[config.mk]
export PLATFORM = sky130hd
export DESIGN_NAME = ille_front
export DESIGN_NICKNAME = d
export VERILOG_FILES = /design/src/design/ille_pkg.sv /design/src/design/ille_front.sv
export SDC_FILE = /design/constraint.sdc
export NUM_CORES = 1
export LEC_CHECK = 0
export ABC_CLOCK_PERIOD_IN_PS = 2300
export BUFFER_PORTS_ARGS = -buffer_cell sky130_fd_sc_hd__buf_4
export CAP_MARGIN = 20
export CORE_MARGIN = 2
export CORE_UTILIZATION = 52
export CTS_CLUSTER_SIZE = 12
export DETAILED_ROUTE_END_ITERATION = 10
export PLACE_DENSITY = 0.75
export RECOVER_POWER = 100
export SYNTH_ARGS = -nofsm -noshare
export SYNTH_HDL_FRONTEND = slang
export SYNTH_SLANG_ARGS = --single-unit
[constraint.sdc]
create_clock -name clock -period 2.3 [get_ports clock]
set_input_delay 0.46 -clock clock [delete_from_list [all_inputs] [get_ports clock]]
set_output_delay 0.46 -clock clock [all_outputs]
set_load 0.02 [all_outputs]
[src/design/ille_pkg.sv]
// Shared types and constants for the indexed linked list engine.
// No dependencies; imported by every module of the block except ille_ram.
package ille_pkg;

   localparam int CAPACITY = 1024;
   localparam int SLOT_W   = 10;
   localparam int LINK_W   = SLOT_W + 1;
   localparam int VALUE_W  = 32;
   localparam int COUNT_W  = 10;
   localparam int QUEUE_DEPTH = 2;

   // link codes: msb set means no link
   localparam logic [LINK_W-1:0] NULL_LINK = {LINK_W{1'b1}};
   localparam logic [LINK_W-1:0] CAP_LINK  = LINK_W'(CAPACITY);

   // request function codes
   localparam logic [1:0] FUNC_INSERT = 2'd0;
   localparam logic [1:0] FUNC_ERASE  = 2'd1;
   localparam logic [1:0] FUNC_READ   = 2'd2;

   // response status codes
   localparam logic [1:0] STATUS_OK   = 2'd0;
   localparam logic [1:0] STATUS_FULL = 2'd1;
   localparam logic [1:0] STATUS_BAD  = 2'd2;

   typedef struct packed {
      logic                       is_insert;
      logic                       is_erase;
      logic                       is_read;
      logic                       is_head;
      logic [SLOT_W-1:0]          addr;
      logic signed [VALUE_W-1:0]  value;
   } cmd_type;

   typedef struct packed {
      logic [1:0]                 status;
      logic [SLOT_W-1:0]          new_slot;
      logic signed [VALUE_W-1:0]  node_value;
      logic [SLOT_W-1:0]          next_slot;
      logic                       has_next;
      logic [SLOT_W-1:0]          prev_slot;
      logic                       has_prev;
      logic [COUNT_W-1:0]         count;
   } rsp_type;

endpackage

[src/design/ille_front.sv]
// Front end: takes request items, decodes the function, queues commands.
// Depends on ille_pkg.
module ille_front import ille_pkg::*; (
   input  logic                      clock,
   input  logic                      reset,
   input  logic                      req_valid,
   output logic                      req_ready,
   input  logic [1:0]                req_func,
   input  logic [SLOT_W-1:0]         req_addr,
   input  logic signed [VALUE_W-1:0] req_value,
   output logic                      cmd_valid,
   output cmd_type                   cmd,
   input  logic                      cmd_pop
);

   cmd_type    slot_ff [QUEUE_DEPTH];
   logic       wr_ptr_ff, wr_ptr_in;
   logic       rd_ptr_ff, rd_ptr_in;
   logic [1:0] fill_ff, fill_in;
   logic       push;
   cmd_type    decoded;

   always_comb begin
      decoded.is_insert = (req_func == FUNC_INSERT);
      decoded.is_erase  = (req_func == FUNC_ERASE);
      decoded.is_read   = (req_func == FUNC_READ);
      decoded.is_head   = (req_addr == '0);
      decoded.addr      = req_addr;
      decoded.value     = req_value;
   end

   assign req_ready = (fill_ff != 2'(QUEUE_DEPTH));
   assign push      = req_valid && req_ready;
   assign cmd_valid = (fill_ff != 2'd0);
   assign cmd       = slot_ff[rd_ptr_ff];

   always_comb begin
      wr_ptr_in = push ? ~wr_ptr_ff : wr_ptr_ff;
      rd_ptr_in = cmd_pop ? ~rd_ptr_ff : rd_ptr_ff;
      fill_in   = fill_ff + 2'(push) - 2'(cmd_pop);
   end

   always_ff @(posedge clock) begin
      if (reset) begin
         wr_ptr_ff <= 1'b0;
         rd_ptr_ff <= 1'b0;
         fill_ff   <= 2'd0;
      end else begin
         wr_ptr_ff <= wr_ptr_in;
         rd_ptr_ff <= rd_ptr_in;
         fill_ff   <= fill_in;
      end
      if (push) begin
         slot_ff[wr_ptr_ff] <= decoded;
      end
   end

endmodule

==> impl_metrics.ini <==
[routing]
viasPerCell = 5.26
drt-total-wl_um = 6040
ant_nets = 0
first_pass_iters = 4
drt-initial-drc-count = 89
drcViolationCount = 0
vias = 1937
routedWlPerCell_um = 16.4

[global_route]
grt_pass1_vias = 1973
grt_first_pass_wirelength_um = 9080
overflow = 0
grtUsageTotal_pct = 16.2
grt_max_degree = 47
grt_antenna_before_repair = 0

[finish]
area_delta_synth_final_pct = 20.8
drive_gt1_share_pct = 34.0
antennaDiodeCount = 0
layoutNonFillerInstCount = 368
nets = 332
final_common_cell = edfxtp_1
fillerInstances = 527
final_cell_mix = edfxtp_1 (92), clkbuf_1 (61), mux2_2 (41)

[run]
drv_cap = 0

[min_path]
min_path_type = input pin to register

[floorplan]
core_area_sq_um = 6760
die_area_sq_um = 7610
ioPinCount = 96
die_w_um = 87.3
rows = 30
start_util_pct = 53.4
die_h_um = 87.3

[timing]
fmax_mhz = 480
tightest_slew_ns = 1.08
clock_skew_ns = 0.00915
report.final.slew_viol_count = 0
setup_violations = 0
holdWs_ns = 0.313
rsz0062_at_grt = false
worst_slew_margin_rel_pct = 27.8
layout_min_cycle_time_ns = 2.09
tns_ns = 0
final-hold-violation-count = 0
timing.final.crit_share_pct = 90.7

[placement]
placed_cells = 352
gp_routability_congestion = 0.754
dpl.hpwl_um = 3960
portBuffers = 95

[clock_tree]
clk_latency_ns = 0.35
cts_resized = 0
cts_tree = yes
cts_hold_buf = 0
numCtsBuffers = 9
cts_root_buf = clkbuf_8
cts_num_sinks = 97
h-tree-depth = 3
cts_setup_buffers = 0
clkTransAtPathRegs_ns = 0.09
cts_buffer_depth = 2

[critical_path]
end_kind = output port
cp-start-kind = register
worstPathMaxFanout = 27
required_ns = 1.84
cp.arrival_ns = 1.63
worst-setup-path-type = register to output port

[synth]
syn_area_sq_um = 3600
synthCells = 178
syn_nets = 227
synth_seq_cells = 97
syn_area_per_cell_sq_um = 20.3
synth_cell_type_count = 24
ys_seq_area_share_pct = 79.4
yosysWarnings = 0

[power_and_ir_drop]
p_leak_nw = 1.48
power.density_nw_per_um2 = 850
p_total_mw = 3.70
max-vdd-ir-drop_v = 0.000463

[status]
status = complete, no violations
==> per-stage QoR <==
stage | utilization, % | instance area [sq um] | setup slack, ns
after floorplan | - | 3600 | 0.0551
after global placement | 66.1 | 4460 | 0.664
after detailed placement | 66.1 | 4460 | 0.635
after CTS | 68.6 | 4640 | 0.313
after global routing | 64.4 | 4350 | 0.130
final | 64.4 | 4350 | 0.215
==> registers in the layout, indices dropped and copies added (netlist names), named ones only <==
| register | cells |
|---|---|
| slot_ff | 92 |
| wr_ptr_ff | 1 |
| rd_ptr_ff | 1 |
| fill_ff | 2 |
==> layer usage <==
layer / GRT usage [%] / share of wire (%) / wire, um / vias to the layer above
met5: 0 / 0 / 0 / -
met4: 7.55 / 1.6 / 98 / 0
met3: 6.26 / 8.5 / 516 / 9
met2: 26.1 / 48 / 2870 / 79
met1: 19.1 / 42 / 2550 / 938
li1: - / - / - / 911
==> cell type report <==
cell class	count	area [sq um]	share of cell area (%)
clock inverter	6	45.0	1.03
timing repair buffer	99	505	11.6
inverter	4	15.0	0.345
tap	80	100	2.30
multi-input combinational	72	697	16.0
clock buffer	10	128	2.93
sequential	97	2860	65.8
==> synth_stat cells <==
library cell / n / share of area [%]
edfxtp_1: 92 / 77
mux2_2: 41 / 13
buf_2: 5 / 0.69
dfxtp_1: 5 / 2.8
mux2_1: 5 / 1.6
inv_1: 4 / 0.42
nor2_1: 4 / 0.42
nor2b_1: 3 / 0.52
nand4_1: 2 / 0.35
or4_1: 2 / 0.42
xnor2_1: 2 / 0.49
a2111oi_0: 1 / 0.24
a21bo_1: 1 / 0.28
a21boi_1: 1 / 0.21
a21oi_1: 1 / 0.14
and3_1: 1 / 0.17
ha_1: 1 / 0.35
nand2_1: 1 / 0.10
nand2b_1: 1 / 0.17
nand3b_1: 1 / 0.21
nand4b_1: 1 / 0.24
nor4_2: 1 / 0.35
or2_2: 1 / 0.17
or4b_1: 1 / 0.28
==> where the power goes <==
group	switching, mW	internal [mW]
clock	0.551	0.395
combinational	0.384	0.225
sequential	0.0382	2.11
==> cells by family (layout without fill, tap and decap cells) <==
kind of cell,count (synthesis),after routing,share of synthesized area (%)
DFF,97,97,79.4
muxes,46,46,14.4
and+or+nand+nor,19,19,3.40
buffers and inverters,9,119,1.11
AOI/OAI and AO/OA,4,4,0.868
xor gates and xnor gates,2,2,0.486
adders and majority gates,1,1,0.347
==> final timing paths <==
| check | to | startpoint | slack [ns] | cells after the start |
|---|---|---|---|---|
| setup / recovery | cmd[23] | register | 0.21 | 3 |
| hold / removal | slot_ff[1][8]$_DFFE_PP_ | req_value[8] | 0.31 | 1 |
| setup reg to reg | slot_ff[0][21]$_DFFE_PP_ | fill_ff[0]$_SDFF_PP0_ | 0.30 | 4 |
| hold reg to reg | rd_ptr_ff$_SDFFE_PP0P_ | rd_ptr_ff$_SDFFE_PP0P_ | 0.53 | 2 |
==> worst max-delay path: stages, from the launching register on <==
cell,delay (ns)
dfxtp_2,0.33
clkbuf_4,0.37
mux2_2,0.40
clkbuf_1,0.17
Note: power is estimated with default switching activity, not from simulation.
